==> src/rtl/core/assert_macros.svh <==
// Assertion macros for the RTL that carries checks
`ifndef ASSERT_MACROS_SVH
`define ASSERT_MACROS_SVH

// Same-cycle implication, held off while reset is asserted
`define FPP_ASSERT_SAME(lbl, clk, rst_n, ante, cons) \
    lbl: assert property (@(posedge clk) disable iff (!(rst_n)) (ante) |-> (cons)) \
        else $error("fpp assertion failed");

// Next-cycle implication, held off while reset is asserted
`define FPP_ASSERT_NEXT(lbl, clk, rst_n, ante, cons) \
    lbl: assert property (@(posedge clk) disable iff (!(rst_n)) (ante) |=> (cons)) \
        else $error("fpp assertion failed");

`endif

==> src/rtl/core/fpp_pkg.sv <==
// Shared types, codes and constants of the frame parser
package fpp_pkg;

    localparam int KEPT_BYTES = 14;
    localparam int KEPT_IW    = (KEPT_BYTES > 1) ? $clog2(KEPT_BYTES) : 1;

    localparam int APB_AW = 4;
    localparam int APB_DW = 32;

    // register indexes (paddr[3:2])
    localparam logic [1:0] REG_START = 2'd0;
    localparam logic [1:0] REG_END   = 2'd1;
    localparam logic [1:0] REG_SEED  = 2'd2;

    localparam logic [7:0] START_RST = 8'h02;
    localparam logic [7:0] END_RST   = 8'h03;
    localparam logic [7:0] SEED_RST  = 8'h55;

    localparam logic [7:0] ADC_KIND    = 8'h02;
    localparam logic [7:0] ADC_MIN_LEN = 8'd14;

    // frame status codes
    localparam logic [2:0] ST_OK    = 3'd0;
    localparam logic [2:0] ST_OTHER = 3'd1;
    localparam logic [2:0] ST_CSUM  = 3'd2;
    localparam logic [2:0] ST_NOEND = 3'd3;
    localparam logic [2:0] ST_SHORT = 3'd4;

    typedef logic [KEPT_BYTES-1:0][7:0] t_kept;

    typedef struct packed {
        logic [7:0] start_byte;
        logic [7:0] end_byte;
        logic [7:0] checksum_seed;
    } t_cfg;

    // frame finished: raw status before type classification
    typedef struct packed {
        logic       fire;
        logic [2:0] status;
    } t_event;

    typedef struct packed {
        logic [2:0]         frame_status;
        logic [7:0]         payload_length;
        logic [7:0]         node_address;
        logic [7:0]         packet_kind;
        logic [15:0]        current_reading;
        logic [15:0]        voltage_reading;
        logic [7:0]         phase_byte;
        logic [7:0]         pwm_byte;
        logic signed [15:0] phase_a_reading;
        logic signed [15:0] phase_b_reading;
        logic [15:0]        phase_angle;
    } t_result;

endpackage

==> src/rtl/core/fpp_channels.sv <==
// Valid/ready channel interfaces for received bytes and frame results

interface fpp_rx_if;
    logic       valid;
    logic       ready;
    logic [7:0] rx_byte;

    modport source (output valid, output rx_byte, input ready);
    modport sink   (input valid, input rx_byte, output ready);
endinterface

interface fpp_res_if;
    logic               valid;
    logic               ready;
    logic [2:0]         frame_status;
    logic [7:0]         payload_length;
    logic [7:0]         node_address;
    logic [7:0]         packet_kind;
    logic [15:0]        current_reading;
    logic [15:0]        voltage_reading;
    logic [7:0]         phase_byte;
    logic [7:0]         pwm_byte;
    logic signed [15:0] phase_a_reading;
    logic signed [15:0] phase_b_reading;
    logic [15:0]        phase_angle;

    modport source (
        output valid, input ready,
        output frame_status, payload_length, node_address, packet_kind,
        output current_reading, voltage_reading, phase_byte, pwm_byte,
        output phase_a_reading, phase_b_reading, phase_angle
    );
    modport sink (
        input valid, output ready,
        input frame_status, payload_length, node_address, packet_kind,
        input current_reading, voltage_reading, phase_byte, pwm_byte,
        input phase_a_reading, phase_b_reading, phase_angle
    );
endinterface

==> src/rtl/core/fpp_cfg_regs.sv <==
// APB-style configuration registers of the frame parser
module fpp_cfg_regs
    import fpp_pkg::*;
(
    input  logic              i_clk,
    input  logic              i_rst_n,
    input  logic              psel,
    input  logic              penable,
    input  logic              pwrite,
    input  logic [APB_AW-1:0] paddr,
    input  logic [APB_DW-1:0] pwdata,
    output logic [APB_DW-1:0] prdata,
    output logic              pready,
    output t_cfg              o_cfg
);

    t_cfg r_cfg;
    logic wr_en;

    assign wr_en  = psel && penable && pwrite;
    assign pready = 1'b1;
    assign o_cfg  = r_cfg;

    always_ff @(posedge i_clk) begin
        if (!i_rst_n) begin
            r_cfg.start_byte    <= START_RST;
            r_cfg.end_byte      <= END_RST;
            r_cfg.checksum_seed <= SEED_RST;
        end else if (wr_en) begin
            unique case (paddr[3:2])
                REG_START: r_cfg.start_byte    <= pwdata[7:0];
                REG_END:   r_cfg.end_byte      <= pwdata[7:0];
                REG_SEED:  r_cfg.checksum_seed <= pwdata[7:0];
                default:   ;
            endcase
        end
    end

    always_comb begin
        unique case (paddr[3:2])
            REG_START: prdata = {24'd0, r_cfg.start_byte};
            REG_END:   prdata = {24'd0, r_cfg.end_byte};
            REG_SEED:  prdata = {24'd0, r_cfg.checksum_seed};
            default:   prdata = '0;
        endcase
    end

endmodule

==> src/rtl/core/fpp_frame_fsm.sv <==
// Frame parse state machine: phase, length, count, checksum and kept bytes
module fpp_frame_fsm
    import fpp_pkg::*;
(
    input  logic       i_clk,
    input  logic       i_rst_n,
    input  logic       i_step,
    input  logic [7:0] i_byte,
    input  t_cfg       i_cfg,
    output t_event     o_event,
    output logic [7:0] o_length,
    output t_kept      o_kept
);

    localparam logic [2:0] PH_IDLE    = 3'd0;
    localparam logic [2:0] PH_LEN     = 3'd1;
    localparam logic [2:0] PH_PAYLOAD = 3'd2;
    localparam logic [2:0] PH_CSUM_LO = 3'd3;
    localparam logic [2:0] PH_CSUM_HI = 3'd4;
    localparam logic [2:0] PH_END     = 3'd5;

    logic [2:0]  r_phase, n_phase;
    logic [7:0]  r_len,   n_len;
    logic [7:0]  r_cnt,   n_cnt;
    logic [15:0] r_sum,   n_sum;
    t_kept       r_kept;
    logic        kept_wr;
    logic        is_start;

    assign is_start = (i_byte == i_cfg.start_byte);

    always_comb begin
        n_phase         = r_phase;
        n_len           = r_len;
        n_cnt           = r_cnt;
        n_sum           = r_sum;
        kept_wr         = 1'b0;
        o_event.fire    = 1'b0;
        o_event.status  = ST_OTHER;
        unique case (r_phase)
            PH_LEN: begin
                n_len   = i_byte;
                n_cnt   = '0;
                n_sum   = {8'd0, i_cfg.checksum_seed} + {8'd0, i_byte};
                n_phase = (i_byte == 8'd0) ? PH_CSUM_LO : PH_PAYLOAD;
            end
            PH_PAYLOAD: begin
                n_sum   = r_sum + {8'd0, i_byte};
                kept_wr = (r_cnt < 8'(KEPT_BYTES));
                n_cnt   = (r_cnt == 8'hff) ? r_cnt : r_cnt + 8'd1;
                if (n_cnt >= r_len) begin
                    n_phase = PH_CSUM_LO;
                end
            end
            PH_CSUM_LO: begin
                if (r_sum[7:0] != i_byte) begin
                    o_event.fire   = 1'b1;
                    o_event.status = ST_CSUM;
                    n_phase        = is_start ? PH_LEN : PH_IDLE;
                end else begin
                    n_phase = PH_CSUM_HI;
                end
            end
            PH_CSUM_HI: begin
                if (r_sum[15:8] != i_byte) begin
                    o_event.fire   = 1'b1;
                    o_event.status = ST_CSUM;
                    n_phase        = is_start ? PH_LEN : PH_IDLE;
                end else begin
                    n_phase = PH_END;
                end
            end
            PH_END: begin
                o_event.fire   = 1'b1;
                o_event.status = (i_byte == i_cfg.end_byte) ? ST_OTHER : ST_NOEND;
                n_phase        = PH_IDLE;
            end
            default: begin
                // idle, and the unused codes behave the same
                n_phase = is_start ? PH_LEN : PH_IDLE;
            end
        endcase
        if (!i_step) begin
            o_event.fire = 1'b0;
        end
    end

    always_ff @(posedge i_clk) begin
        if (!i_rst_n) begin
            r_phase <= PH_IDLE;
            r_len   <= '0;
            r_cnt   <= '0;
            r_sum   <= '0;
        end else if (i_step) begin
            r_phase <= n_phase;
            r_len   <= n_len;
            r_cnt   <= n_cnt;
            r_sum   <= n_sum;
        end
    end

    // kept payload: no reset, entries are only read once written
    always_ff @(posedge i_clk) begin
        if (i_step && kept_wr) begin
            r_kept[r_cnt[KEPT_IW-1:0]] <= i_byte;
        end
    end

    assign o_length = r_len;
    assign o_kept   = r_kept;

endmodule

==> src/rtl/core/fpp_adc_decode.sv <==
// Classifies a finished frame and unpacks the ADC packet fields
module fpp_adc_decode
    import fpp_pkg::*;
(
    input  logic [2:0] i_status,
    input  logic [7:0] i_length,
    input  t_kept      i_kept,
    output t_result    o_result
);

    logic [2:0] status;
    logic       has_addr;
    logic       has_kind;

    assign has_addr = (i_length >= 8'd1);
    assign has_kind = (i_length >= 8'd2);

    always_comb begin
        status = i_status;
        if (i_status == ST_OK || i_status == ST_OTHER) begin
            if (has_kind && i_kept[1] == ADC_KIND) begin
                status = (i_length >= ADC_MIN_LEN) ? ST_OK : ST_SHORT;
            end else begin
                status = ST_OTHER;
            end
        end

        o_result                = '0;
        o_result.frame_status   = status;
        o_result.payload_length = i_length;
        o_result.node_address   = has_addr ? i_kept[0] : 8'd0;
        o_result.packet_kind    = has_kind ? i_kept[1] : 8'd0;
        if (status == ST_OK) begin
            o_result.current_reading = {i_kept[3], i_kept[2]};
            o_result.voltage_reading = {i_kept[5], i_kept[4]};
            o_result.phase_byte      = i_kept[6];
            o_result.pwm_byte        = i_kept[7];
            o_result.phase_a_reading = {i_kept[9], i_kept[8]};
            o_result.phase_b_reading = {i_kept[11], i_kept[10]};
            o_result.phase_angle     = {i_kept[13], i_kept[12]};
        end
    end

endmodule

==> src/rtl/core/framed_packet_parser_adc_decode_unit.sv <==
// Top level of the framed serial packet parser with ADC decode
//
// Usage notes
// - i_rx carries one received UART byte per transfer (valid/ready).
// - o_res carries one result per finished or failed frame: status, length,
//   address, type and, for a good ADC packet (type 2, 14+ bytes), the
//   decoded little-endian readings. Other statuses leave the readings 0.
// - Frame: start byte, length, payload, checksum low/high, end byte.
//   Checksum = seed + length + payload bytes, 16-bit wrapping.
// - A byte is held in the input register, then the parse state and the
//   result register update together: a result is offered from the result
//   register once the byte that closes the frame leaves the input register.
// - Throughput: one byte per cycle while o_res does not stall (single-pass step).
// - A result waiting on a stalled receiver holds the result register;
//   one more byte is still taken into the input register, then i_rx.ready
//   drops until the result is transferred out.
// - Reset (i_rst_n low, synchronous): parser idle, no result pending,
//   registers back to start 0x02, end 0x03, seed 0x55.
// - Registers: APB, 0x0 start byte, 0x4 end byte, 0x8 checksum seed.
//   Write only while no frame is in progress.
module framed_packet_parser_adc_decode_unit
    import fpp_pkg::*;
(
    input  logic              i_clk,
    input  logic              i_rst_n,
    fpp_rx_if.sink            i_rx,
    fpp_res_if.source         o_res,
    input  logic              psel,
    input  logic              penable,
    input  logic              pwrite,
    input  logic [APB_AW-1:0] paddr,
    input  logic [APB_DW-1:0] pwdata,
    output logic [APB_DW-1:0] prdata,
    output logic              pready
);

    t_cfg    cfg;
    t_event  evt;
    t_kept   kept;
    t_result res;
    logic [7:0] frame_len;

    logic       r_in_valid;
    logic [7:0] r_in_byte;
    logic       r_out_valid;
    t_result    r_out;
    logic       step;
    logic       in_ready;

    // terms used by the checks at the end
    logic       res_ok;
    logic       res_not_ok;
    logic       readings_zero;
    logic       out_blocked;

    fpp_cfg_regs u_cfg (
        .i_clk   (i_clk),
        .i_rst_n (i_rst_n),
        .psel    (psel),
        .penable (penable),
        .pwrite  (pwrite),
        .paddr   (paddr),
        .pwdata  (pwdata),
        .prdata  (prdata),
        .pready  (pready),
        .o_cfg   (cfg)
    );

    // the held byte moves on when the result register is free or emptying
    assign step     = r_in_valid && (!r_out_valid || o_res.ready);
    assign in_ready = !r_in_valid || step;
    assign i_rx.ready = in_ready;

    always_ff @(posedge i_clk) begin
        if (!i_rst_n) begin
            r_in_valid <= 1'b0;
        end else if (in_ready) begin
            r_in_valid <= i_rx.valid;
        end
    end

    always_ff @(posedge i_clk) begin
        if (in_ready && i_rx.valid) begin
            r_in_byte <= i_rx.rx_byte;
        end
    end

    fpp_frame_fsm u_fsm (
        .i_clk    (i_clk),
        .i_rst_n  (i_rst_n),
        .i_step   (step),
        .i_byte   (r_in_byte),
        .i_cfg    (cfg),
        .o_event  (evt),
        .o_length (frame_len),
        .o_kept   (kept)
    );

    // length and kept bytes do not change in the phases that end a frame
    fpp_adc_decode u_dec (
        .i_status (evt.status),
        .i_length (frame_len),
        .i_kept   (kept),
        .o_result (res)
    );

    always_ff @(posedge i_clk) begin
        if (!i_rst_n) begin
            r_out_valid <= 1'b0;
        end else if (step && evt.fire) begin
            r_out_valid <= 1'b1;
        end else if (o_res.ready) begin
            r_out_valid <= 1'b0;
        end
    end

    always_ff @(posedge i_clk) begin
        if (step && evt.fire) begin
            r_out <= res;
        end
    end

    assign o_res.valid           = r_out_valid;
    assign o_res.frame_status    = r_out.frame_status;
    assign o_res.payload_length  = r_out.payload_length;
    assign o_res.node_address    = r_out.node_address;
    assign o_res.packet_kind     = r_out.packet_kind;
    assign o_res.current_reading = r_out.current_reading;
    assign o_res.voltage_reading = r_out.voltage_reading;
    assign o_res.phase_byte      = r_out.phase_byte;
    assign o_res.pwm_byte        = r_out.pwm_byte;
    assign o_res.phase_a_reading = r_out.phase_a_reading;
    assign o_res.phase_b_reading = r_out.phase_b_reading;
    assign o_res.phase_angle     = r_out.phase_angle;

    assign res_ok        = r_out_valid && (r_out.frame_status == ST_OK);
    assign res_not_ok    = r_out_valid && (r_out.frame_status != ST_OK);
    assign readings_zero = (r_out.current_reading == 16'd0)
                           && (r_out.voltage_reading == 16'd0)
                           && (r_out.phase_angle == 16'd0);
    assign out_blocked   = r_in_valid && r_out_valid && !o_res.ready;

    `include "assert_macros.svh"

    // a good ADC result always comes from a long enough frame
    `FPP_ASSERT_SAME(a_ok_len, i_clk, i_rst_n, res_ok, r_out.payload_length >= ADC_MIN_LEN)

    // current, voltage and phase angle readings are cleared on every result that is not a good ADC packet
    `FPP_ASSERT_SAME(a_zero_fields, i_clk, i_rst_n, res_not_ok, readings_zero)

    // input side only stalls behind a held byte and a blocked result
    `FPP_ASSERT_SAME(a_stall_cause, i_clk, i_rst_n, !in_ready, out_blocked)

    // a frame event while stepping always lands in the result register
    `FPP_ASSERT_NEXT(a_event_out, i_clk, i_rst_n, step && evt.fire, r_out_valid)

endmodule
==> src/flat_wrapper.sv <==
// flat-port wrapper written by rule: the top's interface ports become plain ports
module framed_packet_parser_adc_decode_unit_flat import fpp_pkg::*;
  (i_clk, i_rst_n, psel, penable, pwrite, paddr, pwdata, prdata, pready, i_rx_valid, i_rx_rx_byte, i_rx_ready, o_res_valid, o_res_ready, o_res_frame_status, o_res_payload_length, o_res_node_address, o_res_packet_kind, o_res_current_reading, o_res_voltage_reading, o_res_phase_byte, o_res_pwm_byte, o_res_phase_a_reading, o_res_phase_b_reading, o_res_phase_angle);
  fpp_rx_if i_rx_i ();
  fpp_res_if o_res_i ();
  input  logic i_clk;
  input  logic i_rst_n;
  input  logic psel;
  input  logic penable;
  input  logic pwrite;
  input  logic [APB_AW-1:0] paddr;
  input  logic [APB_DW-1:0] pwdata;
  output logic [APB_DW-1:0] prdata;
  output logic pready;
  input wire logic [$bits(i_rx_i.valid)-1:0] i_rx_valid;
  input wire logic [$bits(i_rx_i.rx_byte)-1:0] i_rx_rx_byte;
  output wire logic [$bits(i_rx_i.ready)-1:0] i_rx_ready;
  output wire logic [$bits(o_res_i.valid)-1:0] o_res_valid;
  input wire logic [$bits(o_res_i.ready)-1:0] o_res_ready;
  output wire logic [$bits(o_res_i.frame_status)-1:0] o_res_frame_status;
  output wire logic [$bits(o_res_i.payload_length)-1:0] o_res_payload_length;
  output wire logic [$bits(o_res_i.node_address)-1:0] o_res_node_address;
  output wire logic [$bits(o_res_i.packet_kind)-1:0] o_res_packet_kind;
  output wire logic [$bits(o_res_i.current_reading)-1:0] o_res_current_reading;
  output wire logic [$bits(o_res_i.voltage_reading)-1:0] o_res_voltage_reading;
  output wire logic [$bits(o_res_i.phase_byte)-1:0] o_res_phase_byte;
  output wire logic [$bits(o_res_i.pwm_byte)-1:0] o_res_pwm_byte;
  output wire logic [$bits(o_res_i.phase_a_reading)-1:0] o_res_phase_a_reading;
  output wire logic [$bits(o_res_i.phase_b_reading)-1:0] o_res_phase_b_reading;
  output wire logic [$bits(o_res_i.phase_angle)-1:0] o_res_phase_angle;
  assign i_rx_i.valid = i_rx_valid;
  assign i_rx_i.rx_byte = i_rx_rx_byte;
  assign i_rx_ready = i_rx_i.ready;
  assign o_res_valid = o_res_i.valid;
  assign o_res_i.ready = o_res_ready;
  assign o_res_frame_status = o_res_i.frame_status;
  assign o_res_payload_length = o_res_i.payload_length;
  assign o_res_node_address = o_res_i.node_address;
  assign o_res_packet_kind = o_res_i.packet_kind;
  assign o_res_current_reading = o_res_i.current_reading;
  assign o_res_voltage_reading = o_res_i.voltage_reading;
  assign o_res_phase_byte = o_res_i.phase_byte;
  assign o_res_pwm_byte = o_res_i.pwm_byte;
  assign o_res_phase_a_reading = o_res_i.phase_a_reading;
  assign o_res_phase_b_reading = o_res_i.phase_b_reading;
  assign o_res_phase_angle = o_res_i.phase_angle;
  framed_packet_parser_adc_decode_unit u_core (.i_clk(i_clk), .i_rst_n(i_rst_n), .i_rx(i_rx_i), .o_res(o_res_i), .psel(psel), .penable(penable), .pwrite(pwrite), .paddr(paddr), .pwdata(pwdata), .prdata(prdata), .pready(pready));
endmodule
==> config.mk <==
export PLATFORM = sky130hd
export DESIGN_NAME = framed_packet_parser_adc_decode_unit_flat
export DESIGN_NICKNAME = d
export VERILOG_FILES = /design/src/rtl/core/fpp_pkg.sv /design/src/rtl/core/fpp_channels.sv /design/src/rtl/core/fpp_cfg_regs.sv /design/src/rtl/core/fpp_frame_fsm.sv /design/src/rtl/core/fpp_adc_decode.sv /design/src/rtl/core/framed_packet_parser_adc_decode_unit.sv /design/src/flat_wrapper.sv
export VERILOG_INCLUDE_DIRS = /design/src /design/src/rtl/core
export SDC_FILE = /design/constraint.sdc
export NUM_CORES = 1
export LEC_CHECK = 0
export BUFFER_PORTS_ARGS = -buffer_cell sky130_fd_sc_hd__buf_2
export CORE_ASPECT_RATIO = 1.4
export CORE_UTILIZATION = 46
export CTS_CLUSTER_SIZE = 10
export DETAILED_ROUTE_END_ITERATION = 16
export GPL_ROUTABILITY_DRIVEN = 0
export PLACE_DENSITY = 0.68
export SLEW_MARGIN = 0
export SYNTH_ARGS = -nofsm -noshare
export SYNTH_HDL_FRONTEND = slang
export SYNTH_SLANG_ARGS = --single-unit
==> constraint.sdc <==
create_clock -name i_clk -period 26.9 [get_ports i_clk]
set_input_delay 8.07 -clock i_clk [delete_from_list [all_inputs] [get_ports i_clk]]
set_output_delay 8.07 -clock i_clk [all_outputs]
set_load 0.02 [all_outputs]
* Word-level counts from Yosys, hierarchy flattened
Cells that the tools add are included.
** Word-level totals
- Logic and storage cells :: 109
- Bits in registers :: 304
- Output and inout port bits :: 158
** Cells by class
- $add $sub $neg :: 3
- $lt $le $gt $ge :: 7
- Reductions and logical operators :: 25
- Equal/unequal tests :: 15
- Muxes and demuxes :: 24
** Operators by type and width (number)
- $bwmux 112 :: 1
- $demux 8 s4 :: 1
- $pmux 16 s2 :: 1
- $pmux 8 s3 :: 1
- $mux 3 :: 6
- $add 16x8->16 :: 1
- $eq 8x8->1 :: 2
- $mux 8 :: 2
- $ne 8x8->1 :: 2
- $pmux 8 s2 :: 1
- $pmux 3 s5 :: 1
- $pmux 4 s3 :: 1
- $reduce_and 2->1 :: 6
- $add 8x8->9 :: 1
- $add 8x1->8 const B :: 1
- $eq 8x2->1 const B :: 1
- $eq 8x8->1 const B :: 1
- $ge 8x1->1 const B :: 1
- $ge 8x2->1 const B :: 1
- $ge 8x4->1 const B :: 1
- $ge 8x8->1 :: 1
- $logic_and 1x1->1 :: 8
- $logic_not 8->1 :: 1
- $lt 8x4->1 const B :: 1
- 16 further kinds :: 30

* Logic depth before layout (Yosys ltp)
- Depth after elaboration :: 7
- Depth in mapped cells :: 13
- Gate-level depth less buffers :: 12

* Cells and area by module
A second synthesis with hierarchy kept.
** Second synthesis, totals
- Cell total of the unflattened synthesis :: 955
- Area total of the unflattened synthesis :: 12789.8 um^2
** By module, submodules not included
- fpp_frame_fsm :: times used 1, cells an instance 513, area an instance 6358.6 um^2
- framed_packet_parser_adc_decode_unit :: times used 1, cells an instance 144, area an instance 4046.4 um^2
- fpp_cfg_regs :: times used 1, cells an instance 153, area an instance 1325.0 um^2
- fpp_adc_decode :: times used 1, cells an instance 145, area an instance 1059.8 um^2

* Worst setup path after synthesis
OpenSTA, ideal clock, no wires.
- Path kind :: input port to output port
- Start :: input paddr[2]
- End :: output prdata[1]
- Arrival :: 9378 ps
- Cell stages on the path :: 4
- Buffers on the path :: 2
- Required time :: 18830 ps
- Slack :: 9452 ps
- Cells stage by stage :: clkbuf_1 clkbuf_1 mux2i_1 o21ai_0
** Between the ends
- Cells in the longest elaborated chain, start to end :: 2
** Ends and longest elaborated chain
- start, declared :: line flat_wrapper.sv:11 : input logic [APB_AW-1:0] paddr;
- $eq 2x2->1 (tied with other cells) :: line fpp_cfg_regs.sv:40 : unique case (paddr[3:2])
- $pmux 8 s3 * :: line fpp_cfg_regs.sv:40
- end, declared :: line flat_wrapper.sv:13 : output logic [APB_DW-1:0] prdata;
Mark *: on every way between the ends. The rest lies on a longest branch, timed or not.

* Worst setup path after layout
- Start :: input paddr[2]
- End :: output prdata[6]
The elaborated chain is that of the path after synthesis.

==> out/metrics.cfg <==
[setup_path]
end_kind=output port
critPathArrivalTime_ns=9.22
start_kind=primary input
crit_fanout=20
startpoint=paddr[2]
worstRegToRegCells=9
path_class=in -> out
setup.worst_path.end=prdata[6]
worstReg2RegStart=u_core.r_in_byte[5]$_DFFE_PP_
r2r_setup_slack_ns=23.28
r2r-end=u_core.o_res.phase_a_reading[5]$_SDFFCE_PP0P_
critPathRequiredTime_ns=18.83

[synthesis]
ys_top_cells_by_area=edfxtp_1 58%, dfxtp_1 9.7%, and2_1 3.2%
syn-instance-count=947
yosysSeqAreaShare_pct=67.9
yosysTopAreaCell=edfxtp_1
ys_types=53
yosys_warnings=0
synth-main-ff-cell=edfxtp_1
syn-cell-area_sq_mm=0.0125
synth-seq-cells=304
ys_async_sr_fraction_pct=0
synth_edf_count=243
synth_area_per_cell_sq_um=13.2
synth_top_area_share_pct=58.2

[sta]
skew_ns=0.0227
fmax_mhz=57.8
period_needed_ns=17.29
fin_crit_sh_pct=64.3
tns_ns=0
slew_violations=0
relSlewSlack_pct=21.0
rsz0062_at_grt=no
hold_viol_final=0
tightest_slew_ns=1.18
finalSetupViolations=0

[placed_design]
hpwl_mm=16.3
port_buffers=157

[clock_tree]
cts_buffer_depth=3
cts.sinks=304
clock_latency_ns=0.52
cts_root_buf=clkbuf_16
cts_tree=done
cts_setup_buffers=0
cts_hold_buf=0
htreeDepth=2
clkTransAtPathRegs_ns=0.05
numCtsBuffers=36
ctsResizeCount=0

[power_and_ir_drop]
p_sw_share_pct=20.5
internal_power_mw=0.791
power_frac_comb_pct=4.5
pwr-share-clk_pct=44.0
p_sw_mw=0.205
ir_worst_vdd_uv=31.0
power_mw=0.996
power.density_mw_per_mm2=67.9
seq_power_share_pct=51.5
leakagePower_nw=5.71

[route]
wire_per_inst_um=17.0
drtPass1Iterations=5
via_per_inst=4.99
drt_wl_total_mm=25.5
post-route-drc-count=0
drt-initial-drc-count=392
antenna_left=0
vias=7468

[die]
die_h_um=197
initial_core_util_pct=46.7
rows=71
dieArea_sq_mm=0.0279
die_x_um=142
coreArea_sq_mm=0.0268
io_pins=209

[layout]
layout_commonest_cell=edfxtp_1
fin_nets=1195
mostFrequentLayoutCells=243 x edfxtp_1, 157 x buf_2, 83 x nand2_1, 65 x and2_1, 61 x dfxtp_1
drive_gt1_share_pct=22.9
diodes=0
syn_to_final_growth_pct=16.9
finish.utilization_pct=54.7

[global_routing]
antenna_found_initial=0
overflow=0
grt_pass1_wl_mm=39.1
grt_max_degree=97
grt_use_total_pct=18.6
grt_pass1_vias=7197

[run]
drv_cap=0

[outcome]
status=finished clean

[hold_path]
hold_path.class=reg -> reg

-- cells by family (layout without fill, tap and decap cells) --
logic type / Yosys count / count (layout) / share of synthesized area, %
DFF: 304 / 304 / 67.9
muxes: 20 / 20 / 1.63
buffers and inverters: 88 / 251 / 3.75
and+or+nand+nor: 357 / 357 / 15.4
adders and majority gates: 30 / 30 / 3.11
xor gates and xnor gates: 39 / 39 / 2.72
AOI/OAI and AO/OA: 107 / 107 / 5.40
other: 2 / 25 / 0.0599
-- routing by layer --
metal  global-route usage [%]  wire [um]  vias up  share of wire [%]
met5                        0          0        -                  0
met4                     7.21        643        0                2.5
met3                     3.44       1240       43                4.8
met2                     34.4      13600      211                 53
met1                     21.0      10000     3555                 39
li1                         -          -     3659                  -
-- per-stage QoR --
step | instances | worst slack [ns] | cell area [sq um] | hold slack (ns)
after floorplan | 970 | 9.45 | 12600 | 0.443
after global placement | 1441 | 9.65 | 13600 | 0.482
after detailed placement | 1441 | 9.62 | 13600 | 0.474
after CTS | 1498 | 9.60 | 14700 | 0.494
after global routing | 1498 | 9.43 | 14700 | 0.519
final | 1498 | 9.61 | 14700 | 0.496
-- how the worst min path moves through the flow --
stage / endpoint / slack (ns) / from / cells after the start
2_1_floorplan: u_core.o_res.payload_length[6]$_DFFE_PP_ / 0.44 / u_core.u_fsm.o_length[6]$_SDFFE_PN0P_ / 0
3_3_place_gp: u_core.u_fsm.r_sum[1]$_SDFFE_PN0P_ / 0.48 / u_core.u_fsm.r_sum[1]$_SDFFE_PN0P_ / 2
3_5_place_dp: u_core.o_res.payload_length[6]$_DFFE_PP_ / 0.47 / u_core.u_fsm.o_length[6]$_SDFFE_PN0P_ / 0
4_1_cts: u_core.u_fsm.r_sum[1]$_SDFFE_PN0P_ / 0.49 / u_core.u_fsm.r_sum[1]$_SDFFE_PN0P_ / 2
5_1_grt: u_core.o_res.payload_length[5]$_DFFE_PP_ / 0.52 / u_core.u_fsm.o_length[5]$_SDFFE_PN0P_ / 0
6_report: u_core.u_cfg.o_cfg[15]$_SDFFE_PN0P_ / 0.50 / u_core.u_cfg.o_cfg[15]$_SDFFE_PN0P_ / 2
-- state kept, by name (all words and copies together) (netlist names) --
name / count
u_core.r_in_byte: 8
u_core.u_cfg.o_cfg: 24
u_core.o_res.voltage_reading: 16
u_core.o_res.payload_length: 8
u_core.u_fsm.r_phase: 3
u_core.o_res.pwm_byte: 8
u_core.o_res.packet_kind: 8
u_core.u_fsm.o_kept: 112
u_core.o_res.valid: 1
u_core.o_res.phase_b_reading: 16
u_core.o_res.phase_angle: 16
u_core.o_res.current_reading: 16
u_core.o_res.frame_status: 3
u_core.u_fsm.r_sum: 16
u_core.u_fsm.r_cnt: 8
u_core.u_fsm.o_length: 8
u_core.o_res.phase_a_reading: 16
u_core.o_res.node_address: 8
u_core.r_in_valid: 1
u_core.o_res.phase_byte: 8
-- power by group through the flow --
stage / Combinational [mW] / Clock [mW] / Sequential [mW]
finish: 0.0449 / 0.438 / 0.513
global placement: 0.0442 / 0 / 0.522
floorplan: 0.0307 / 0 / 0.525
CTS: 0.0452 / 0.448 / 0.513
detailed placement: 0.0450 / 0 / 0.522
global route: 0.0495 / 0.467 / 0.513
-- area by class of cell --
type	count	area, sq um
inverter	22	82.6
clock buffer	55	1010
multi-input combinational	578	3650
tap	365	457
timing repair buffer	172	898
clock inverter	2	46.3
fill	2264	12200
sequential	304	8520
-- cells in the mapped netlist, types with 3 or more instances --
cell / n
o21a_1: 7
nand2_1: 83
a311oi_1: 4
a21oi_1: 35
dfxtp_1: 61
a211oi_1: 5
mux2i_1: 17
and2_4: 41
o211ai_1: 4
o21ai_0: 27
nor4_1: 9
edfxtp_1: 243
and2_1: 65
nand2b_1: 9
a22oi_1: 5
nor2_1: 60
clkbuf_1: 32
nand4_1: 10
xor2_1: 8
buf_6: 6
a2111oi_0: 3
mux2_2: 3
ha_1: 28
nand3_1: 30
buf_4: 25
xnor2_1: 31
or3_1: 3
inv_1: 22
nor2b_1: 16
nor3_1: 18
and3_1: 7
-- worst max-delay path, stage by stage --
cell and delay, ns:
buf_2 0.24, nor2b_1 0.49, nand2_1 0.11, o21ai_0 0.10, buf_2 0.19
Power figures use the tool's default switching activity.
